**src/rtl/query_dsl_tokenizer_core_defines.svh**
```systemverilog
// assertion macros shared by the tokenizer rtl
`ifndef QUERY_DSL_TOKENIZER_CORE_DEFINES_SVH
`define QUERY_DSL_TOKENIZER_CORE_DEFINES_SVH

`ifndef SYNTH
// checked while out of reset
`define QDT_ASSERT(lbl, clk, rstn, prop) \
    lbl: assert property (@(posedge clk) disable iff (!rstn) prop) \
        else $error("qdt assertion failed");
// checked on every edge, reset included
`define QDT_ASSERT_ALWAYS(lbl, clk, prop) \
    lbl: assert property (@(posedge clk) prop) \
        else $error("qdt assertion failed");
`else
`define QDT_ASSERT(lbl, clk, rstn, prop)
`define QDT_ASSERT_ALWAYS(lbl, clk, prop)
`endif

`endif

```
**src/rtl/qdt_pkg.sv**
```systemverilog
package qdt_pkg;

    // string length limit and offset width
    localparam int MAX_LEN = 4096;
    localparam int POS_W   = $clog2(MAX_LEN);
    localparam logic [POS_W-1:0] POS_MAX = POS_W'(MAX_LEN - 1);

    // token kinds
    localparam logic [3:0] K_EOF      = 4'd0;
    localparam logic [3:0] K_IDENT    = 4'd1;
    localparam logic [3:0] K_IN       = 4'd2;
    localparam logic [3:0] K_OUT      = 4'd3;
    localparam logic [3:0] K_INOUT    = 4'd4;
    localparam logic [3:0] K_COMMA    = 4'd5;
    localparam logic [3:0] K_NOT      = 4'd6;
    localparam logic [3:0] K_OPTIONAL = 4'd7;
    localparam logic [3:0] K_LPAREN   = 4'd8;
    localparam logic [3:0] K_RPAREN   = 4'd9;
    localparam logic [3:0] K_WILD     = 4'd10;
    localparam logic [3:0] K_WILD_ONE = 4'd11;
    localparam logic [3:0] K_OR       = 4'd12;
    localparam logic [3:0] K_ERROR    = 4'd13;

    // lexer modes
    localparam logic [1:0] MODE_IDLE    = 2'd0;
    localparam logic [1:0] MODE_IDENT   = 2'd1;
    localparam logic [1:0] MODE_BAR     = 2'd2;
    localparam logic [1:0] MODE_BRACKET = 2'd3;

    // bracket contents prefix match
    localparam logic [3:0] BM_EMPTY = 4'd0;
    localparam logic [3:0] BM_I     = 4'd1;
    localparam logic [3:0] BM_IN    = 4'd2;
    localparam logic [3:0] BM_INO   = 4'd3;
    localparam logic [3:0] BM_INOU  = 4'd4;
    localparam logic [3:0] BM_INOUT = 4'd5;
    localparam logic [3:0] BM_O     = 4'd6;
    localparam logic [3:0] BM_OU    = 4'd7;
    localparam logic [3:0] BM_OUT   = 4'd8;
    localparam logic [3:0] BM_FAIL  = 4'd9;

    // one result word
    typedef struct packed {
        logic [3:0]  kind;
        logic [11:0] start;
        logic [11:0] length;
        logic        last;
    } tok_t;

    // results caused by one input byte, at most two
    typedef struct packed {
        logic [1:0] count;
        tok_t       tok0;
        tok_t       tok1;
    } lex_res_t;

    function automatic logic is_space(input logic [7:0] c);
        return (c == 8'd32) || (c inside {[8'd9:8'd13]});
    endfunction

    function automatic logic is_alpha(input logic [7:0] c);
        return (c inside {["a":"z"]}) || (c inside {["A":"Z"]});
    endfunction

    function automatic logic is_ident_char(input logic [7:0] c);
        return is_alpha(c) || (c inside {["0":"9"]}) || (c == "_");
    endfunction

    function automatic logic [3:0] match_step(input logic [3:0] m, input logic [7:0] c);
        logic [3:0] r;
        r = BM_FAIL;
        case (m)
            BM_EMPTY: r = (c == "i") ? BM_I : ((c == "o") ? BM_O : BM_FAIL);
            BM_I:     r = (c == "n") ? BM_IN : BM_FAIL;
            BM_IN:    r = (c == "o") ? BM_INO : BM_FAIL;
            BM_INO:   r = (c == "u") ? BM_INOU : BM_FAIL;
            BM_INOU:  r = (c == "t") ? BM_INOUT : BM_FAIL;
            BM_O:     r = (c == "u") ? BM_OU : BM_FAIL;
            BM_OU:    r = (c == "t") ? BM_OUT : BM_FAIL;
            default:  r = BM_FAIL;
        endcase
        return r;
    endfunction

    // single symbol kind, error for anything else
    function automatic logic [3:0] symbol_kind(input logic [7:0] c);
        logic [3:0] k;
        k = K_ERROR;
        case (c)
            ",":     k = K_COMMA;
            "!":     k = K_NOT;
            "?":     k = K_OPTIONAL;
            "(":     k = K_LPAREN;
            ")":     k = K_RPAREN;
            "*":     k = K_WILD;
            "_":     k = K_WILD_ONE;
            default: k = K_ERROR;
        endcase
        return k;
    endfunction

endpackage

```
**src/rtl/query_dsl_tokenizer_core.sv**
```systemverilog
// query string tokenizer
// s_ channel: one string byte per word in s_tdata[7:0]; byte 0 ends the string,
// flushes any pending token, emits eof and restarts offsets at 0.
// m_ channel: one token per word; kind, start offset and length in m_tdata,
// m_tlast marks the final token caused by one input byte.
// a byte may cause zero, one or two tokens; bytes inside an identifier or a
// bracket cause none until the token is complete.
// ordering: the tokens that a byte completes are registered in the result
// queue and leave m_ from it in order, the first before the second.
// throughput: one byte per cycle while s_tready is high; the lexer state update is the only loop.
// a four-word result queue sits between lexer and m_; s_tready is high while
// it has room for two words, so a stalled receiver holds off s_ once three
// or more words wait, and no word is lost.
// reset (aresetn low, synchronous) empties the queue, sets offset and
// pending start to 0, and returns the lexer to idle.
module query_dsl_tokenizer_core import qdt_pkg::*; (
    input  logic        aclk,
    input  logic        aresetn,
    input  logic        s_tvalid,
    output logic        s_tready,
    input  logic [7:0]  s_tdata,   // ch[7:0]
    output logic        m_tvalid,
    input  logic        m_tready,
    output logic [31:0] m_tdata,   // token_kind[3:0], token_start[15:4], token_length[27:16], zero
    output logic        m_tlast    // last_of_run
);

    logic     accept;
    lex_res_t res;

    assign accept = s_tvalid && s_tready;

    // byte lexer with its state
    qdt_lexer u_lexer (
        .aclk    (aclk),
        .aresetn (aresetn),
        .accept  (accept),
        .ch      (s_tdata),
        .res     (res)
    );

    // result queue and output side
    qdt_out_fifo u_out (
        .aclk     (aclk),
        .aresetn  (aresetn),
        .push     (accept),
        .push_res (res),
        .room     (s_tready),
        .m_tvalid (m_tvalid),
        .m_tready (m_tready),
        .m_tdata  (m_tdata),
        .m_tlast  (m_tlast)
    );

endmodule

```
**src/rtl/qdt_lexer.sv**
```systemverilog
`include "query_dsl_tokenizer_core_defines.svh"

module qdt_lexer import qdt_pkg::*; (
    input  logic       aclk,
    input  logic       aresetn,
    input  logic       accept,
    input  logic [7:0] ch,
    output lex_res_t   res
);

    logic [POS_W-1:0] pos_reg, pos_next;
    logic [POS_W-1:0] start_reg, start_next;
    logic [1:0]       mode_reg, mode_next;
    logic [3:0]       match_reg, match_next;

    tok_t pend_tok, main_tok;
    logic pend_vld, main_vld;
    logic cont, adv, eof;

    // next state and results for the byte at the input
    always_comb begin
        mode_next  = mode_reg;
        start_next = start_reg;
        match_next = match_reg;
        pend_tok   = '0;
        main_tok   = '0;
        pend_vld   = 1'b0;
        main_vld   = 1'b0;
        cont       = 1'b1;
        adv        = 1'b0;
        eof        = 1'b0;

        // finish or extend the pending token
        case (mode_reg)
            MODE_IDENT: begin
                if (is_ident_char(ch)) begin
                    adv  = 1'b1;
                    cont = 1'b0;
                end else begin
                    pend_vld       = 1'b1;
                    pend_tok.kind  = K_IDENT;
                    pend_tok.start = 12'(start_reg);
                    pend_tok.length = (pos_reg >= start_reg) ?
                                      12'(pos_reg - start_reg) : 12'd0;
                    mode_next      = MODE_IDLE;
                end
            end
            MODE_BAR: begin
                mode_next      = MODE_IDLE;
                pend_vld       = 1'b1;
                pend_tok.start = 12'(start_reg);
                if (ch == "|") begin
                    pend_tok.kind   = K_OR;
                    pend_tok.length = 12'd2;
                    adv             = 1'b1;
                    cont            = 1'b0;
                end else begin
                    pend_tok.kind   = K_ERROR;
                end
            end
            MODE_BRACKET: begin
                if (ch != "]" && ch != 8'd0) begin
                    match_next = match_step(match_reg, ch);
                    adv        = 1'b1;
                    cont       = 1'b0;
                end else begin
                    pend_vld       = 1'b1;
                    pend_tok.start = 12'(start_reg);
                    case (match_reg)
                        BM_IN: begin
                            pend_tok.kind   = K_IN;
                            pend_tok.length = 12'd2;
                        end
                        BM_OUT: begin
                            pend_tok.kind   = K_OUT;
                            pend_tok.length = 12'd3;
                        end
                        BM_INOUT: begin
                            pend_tok.kind   = K_INOUT;
                            pend_tok.length = 12'd5;
                        end
                        default: pend_tok.kind = K_ERROR;
                    endcase
                    mode_next  = MODE_IDLE;
                    match_next = BM_EMPTY;
                    if (ch == "]") begin
                        adv  = 1'b1;
                        cont = 1'b0;
                    end
                end
            end
            default: ;
        endcase

        // lex the byte from idle
        if (cont) begin
            if (ch == 8'd0) begin
                eof            = 1'b1;
                main_vld       = 1'b1;
                main_tok.kind  = K_EOF;
                main_tok.start = 12'(pos_reg);
                start_next     = '0;
                match_next     = BM_EMPTY;
                mode_next      = MODE_IDLE;
            end else if (is_space(ch)) begin
                adv = 1'b1;
            end else if (ch == "|") begin
                mode_next  = MODE_BAR;
                start_next = pos_reg;
                adv        = 1'b1;
            end else if (ch == "[") begin
                mode_next  = MODE_BRACKET;
                start_next = pos_reg;
                match_next = BM_EMPTY;
                adv        = 1'b1;
            end else if (is_alpha(ch)) begin
                mode_next  = MODE_IDENT;
                start_next = pos_reg;
                adv        = 1'b1;
            end else begin
                main_vld        = 1'b1;
                main_tok.kind   = symbol_kind(ch);
                main_tok.start  = 12'(pos_reg);
                main_tok.length = (symbol_kind(ch) == K_ERROR) ? 12'd0 : 12'd1;
                adv             = 1'b1;
            end
        end

        // saturating offset count, cleared by the terminator
        pos_next = pos_reg;
        if (eof) begin
            pos_next = '0;
        end else if (adv && pos_reg != POS_MAX) begin
            pos_next = pos_reg + POS_W'(1);
        end
    end

    // pack results, marking the final one of this byte
    always_comb begin
        res = '0;
        if (pend_vld) begin
            res.tok0  = pend_tok;
            res.tok1  = main_tok;
            res.count = main_vld ? 2'd2 : 2'd1;
            if (main_vld) begin
                res.tok1.last = 1'b1;
            end else begin
                res.tok0.last = 1'b1;
            end
        end else if (main_vld) begin
            res.tok0      = main_tok;
            res.tok0.last = 1'b1;
            res.count     = 2'd1;
        end
    end

    // lexer state
    always_ff @(posedge aclk) begin
        if (!aresetn) begin
            pos_reg   <= '0;
            start_reg <= '0;
            mode_reg  <= MODE_IDLE;
            match_reg <= BM_EMPTY;
        end else if (accept) begin
            pos_reg   <= pos_next;
            start_reg <= start_next;
            mode_reg  <= mode_next;
            match_reg <= match_next;
        end
    end

    `QDT_ASSERT(a_match_idle, aclk, aresetn, (mode_reg != MODE_BRACKET) |-> (match_reg == BM_EMPTY))
    `QDT_ASSERT(a_start_le_pos, aclk, aresetn, (mode_reg != MODE_IDLE) |-> (start_reg <= pos_reg))
    `QDT_ASSERT(a_eof_restart, aclk, aresetn, (accept && ch == 8'd0) |=> (pos_reg == '0))

endmodule

```
**src/rtl/qdt_out_fifo.sv**
```systemverilog
`include "query_dsl_tokenizer_core_defines.svh"

module qdt_out_fifo import qdt_pkg::*; (
    input  logic        aclk,
    input  logic        aresetn,
    input  logic        push,
    input  lex_res_t    push_res,
    output logic        room,
    output logic        m_tvalid,
    input  logic        m_tready,
    output logic [31:0] m_tdata,   // token_kind[3:0], token_start[15:4], token_length[27:16], zero
    output logic        m_tlast    // last_of_run
);

    localparam int DEPTH = 4;

    tok_t       slot_reg [DEPTH];
    logic [1:0] wr_ptr_reg, wr_ptr_next;
    logic [1:0] rd_ptr_reg, rd_ptr_next;
    logic [2:0] count_reg, count_next;
    logic [1:0] push_cnt;
    logic       pop;
    tok_t       head;

    assign push_cnt = push ? push_res.count : 2'd0;
    assign pop      = m_tvalid && m_tready;
    assign room     = (count_reg <= 3'd2);
    assign m_tvalid = (count_reg != 3'd0);
    assign head     = slot_reg[rd_ptr_reg];
    assign m_tdata  = {4'd0, head.length, head.start, head.kind};
    assign m_tlast  = head.last;

    // pointer and fill updates
    always_comb begin
        wr_ptr_next = wr_ptr_reg + push_cnt;
        rd_ptr_next = rd_ptr_reg + {1'b0, pop};
        count_next  = count_reg + {1'b0, push_cnt} - {2'd0, pop};
    end

    always_ff @(posedge aclk) begin
        if (!aresetn) begin
            wr_ptr_reg <= '0;
            rd_ptr_reg <= '0;
            count_reg  <= '0;
        end else begin
            wr_ptr_reg <= wr_ptr_next;
            rd_ptr_reg <= rd_ptr_next;
            count_reg  <= count_next;
        end
    end

    // result storage, up to two words written per cycle
    always_ff @(posedge aclk) begin
        if (push_cnt != 2'd0) begin
            slot_reg[wr_ptr_reg] <= push_res.tok0;
        end
        if (push_cnt == 2'd2) begin
            slot_reg[wr_ptr_reg + 2'd1] <= push_res.tok1;
        end
    end

    `QDT_ASSERT_ALWAYS(a_fill_bound, aclk, !aresetn || (count_reg <= 3'(DEPTH)))
    `QDT_ASSERT(a_no_overflow, aclk, aresetn, push |-> ((count_reg + 3'(push_res.count)) <= 3'(DEPTH)))
    `QDT_ASSERT(a_pop_only, aclk, aresetn, (pop && push_cnt == 2'd0) |=> (count_reg == $past(count_reg) - 3'd1))

endmodule
```
**config.mk**
```make
export PLATFORM = sky130hd
export DESIGN_NAME = query_dsl_tokenizer_core
export DESIGN_NICKNAME = d
export VERILOG_FILES = /design/src/rtl/qdt_pkg.sv /design/src/rtl/query_dsl_tokenizer_core.sv /design/src/rtl/qdt_lexer.sv /design/src/rtl/qdt_out_fifo.sv
export VERILOG_INCLUDE_DIRS = /design/src /design/src/rtl
export SDC_FILE = /design/constraint.sdc
export NUM_CORES = 1
export LEC_CHECK = 0
export BUFFER_PORTS_ARGS = -buffer_cell sky130_fd_sc_hd__buf_2
export CAP_MARGIN = 15
export CORE_MARGIN = 5
export CORE_UTILIZATION = 45
export DETAILED_ROUTE_END_ITERATION = 10
export PLACE_DENSITY_LB_ADDON = 0.2
export RECOVER_POWER = 100
export SETUP_SLACK_MARGIN = 0.02
export SLEW_MARGIN = 10
export SYNTH_ARGS = -nofsm -noshare
export SYNTH_HDL_FRONTEND = slang
export SYNTH_SLANG_ARGS = --single-unit
export TNS_END_PERCENT = 50
```
**constraint.sdc**
```tcl
create_clock -name aclk -period 6.6 [get_ports aclk]
set_clock_uncertainty 0.05 [all_clocks]
set_input_delay 0.33 -clock aclk [delete_from_list [all_inputs] [get_ports aclk]]
set_output_delay 0.33 -clock aclk [all_outputs]
set_load 0.05 [all_outputs]
```
==> flow_summary.toml <==
[sta]
fin_tns_setup_ps = 0
hold_violations = 0
finalSetupViolCount = 0
worst_slew_pin_slew_ps = 1720
fin_ws_ps = 1710
slew_viol_final = 58
rsz0062_at_grt = "false"
finalCritPeriodShare = 0.740
max_freq_mhz = 205
slew-limit-headroom = -0.148
finalWorstPathRequiredPeriod_ps = 4890

[logic_synthesis]
synthMuxAreaShare = 0.0742
synth_fa_ha_area_frac = 0.0344
synth_xor_area_frac = 0.0209
synth_area_leaders = "edfxtp_1, dfxtp_1, mux4_2"
synth-simple-area-share = 0.154
synth_most_common_cell = "dfxtp_1"
netlist_top_cells_count = "dfxtp_1, edfxtp_1, a22o_1"
synth-seq-area-share = 0.430
yosysUniqueCellTypes = 86
synth_edf_count = 72
syn_inst = 854
synth.cell_area_um2 = 8800
synth_seq_cells = 153
yosys_most_used_dff = "dfxtp_1"
synth_largest_area_cell = "edfxtp_1"
yosysWarnings = 0
avgSynthCellArea_um2 = 10.3
yosysTopAreaCellShare = 0.246
synth_compound_area_frac = 0.231
synth_top_family_by_area = "compound AO/OA/AOI/OAI gates"
synthArstFlopShare = 0

[clocking]
numCtsBuffers = 17
root_buffer = "clkbuf_16"
clk_pin_slew_ps = 60
post_cts_buffers = 0
post_cts_resized = 0
cts.path.max_buffers = 2
htree_levels = 4
cts_tree = "yes"
cts_sinks = 153
clk_latency_ps = 430
hold_buffers = 0

[die]
rows = 51
initial_core_util = 0.455
die_height_um = 150
core_area_um2 = 19300
die_w_um = 150
die_area_um2 = 22500
ios = 47

[placed_design]
place_congestion = 0.903
dp_worst_setup_slack_ps = 2260
io_buffers = 42
dp.cells = 1100
dpl.hpwl_um = 17000

[global_route]
grt-ovfl-total = 0
grt_first_pass_wirelength_um = 38300
first_global_vias = 6572
antenna_found_initial = 0
grt_max_degree = 31
grt_use_total = 0.219

[pwr]
combPwrFrac = 0.282
p_seq_frac = 0.390
total_leakage_power_nw = 3.10
total_power_mw = 2.95
peakVddDrop_v = 0.000176
p_sw_frac = 0.370
power_density_nw_per_um2 = 308
p_sw_mw = 1.09
clkPwrFrac = 0.328
p_int_mw = 1.86

[routing]
drtPass1Iterations = 5
avgViaCountPerCell = 6.30
drc = 0
drt-initial-drc-count = 637
ant_nets = 0
wirelength_um = 24100
via_count = 7130
routedWlPerCell_um = 21.3

[finish]
fin_cells = 1132
largest_register_ffs = 116
final_util = 0.496
fillers = 1800
area_delta_synth_final_pct = 9.00
fin_nets = 889
drive_gt1_frac = 0.104
num_antenna_cells = 0

[critical_path]
crit_fanout = 23
crit_type = "in -> reg"
critPathCaptureType = "flop"
crit_required_ps = 6530
critPathArrivalTime_ps = 4820
startpoint_type = "primary input"

[outcome]
failed_checks = "max-capacitance violations, max-slew violations"
outcome = "finished, violations left"

[run]
maxCapViolCount = 3

[min_path]
min_path_type = "in -> reg"
==> cells by family (layout without fill, tap and decap cells) <==
group | count (synthesis) | count (layout)
other | 1 | 4
AND/OR/NAND/NOR | 246 | 246
adder cells (fa/ha/maj) | 23 | 23
XOR/XNOR | 21 | 21
flip-flops | 153 | 153
AO/OA/AOI/OAI | 267 | 267
multiplexers | 29 | 29
buffers and inverters | 114 | 124
==> per-stage QoR <==
stage / hold WS [ps] / area [um2]
2_1_floorplan: 377 / 8810
3_3_place_gp: 394 / 9090
6_report: 336 / 9590
5_1_grt: 382 / 9590
4_1_cts: 312 / 9680
3_5_place_dp: 395 / 9090
==> power by group through the flow <==
stage | combinational, mW | clock (mW) | sequential [mW]
floorplan | 0.701 | 0 | 1.12
global placement | 0.853 | 0 | 1.17
detailed placement | 0.857 | 0 | 1.17
CTS | 0.859 | 0.977 | 1.15
global route | 0.891 | 1.02 | 1.16
finish | 0.832 | 0.969 | 1.15
==> cell type report <==
type                       count  area, um2  area share
sequential                   153       3780       0.395
timing repair buffer          49        219      0.0228
inverter                      43        161      0.0168
clock inverter                13        124      0.0129
tap                          265        332      0.0346
clock buffer                  19        464      0.0484
multi-input combinational    590       4510       0.470
==> layer usage <==
metal	GRT usage	part of all wire	vias to the layer above
li1	-	-	3322
met2	0.320	0.44	309
met4	0.0677	0.018	0
met5	0	0	-
met3	0.0348	0.075	33
met1	0.333	0.47	3466
==> final timing paths <==
check,startpoint,end,slack (ps),depth (start not counted)
worst max-delay path,s_tdata[0],u_out.slot_reg[1][22],1710,7
worst min-delay path,m_tready,u_out.rd_ptr_reg[0],340,4
worst max register to register,u_out.count_reg[0],u_out.slot_reg[0][17],1960,6
worst min register to register,u_out.slot_reg[2][3],u_out.slot_reg[2][3],410,1
==> placed cells by master, fill, tap and decap left out, types with 10 or more instances in the layout <==
cell and instances:
xnor2_1 15, clkbuf_1 33, clkbuf_16 18, and2_1 11, nor2_1 40, o31ai_1 11, o22ai_1 16, dfxtp_1 80
mux4_2 29, nand2_1 54, o21ai_0 45, inv_1 43, edfxtp_1 72, a21oi_1 24, nand4_1 11, ha_1 21
a32oi_1 14, buf_2 10, a21boi_0 18, a22o_1 61, nor3_1 24, nand3_1 31
==> critical path, cell delays in order <==
cell and delay, ps:
clkbuf_1 700, and4_1 370, a221oi_1 180, nor3_1 900, o31ai_4 290, a21boi_0 1220, inv_1 810
Power figures use the tool's default switching activity.
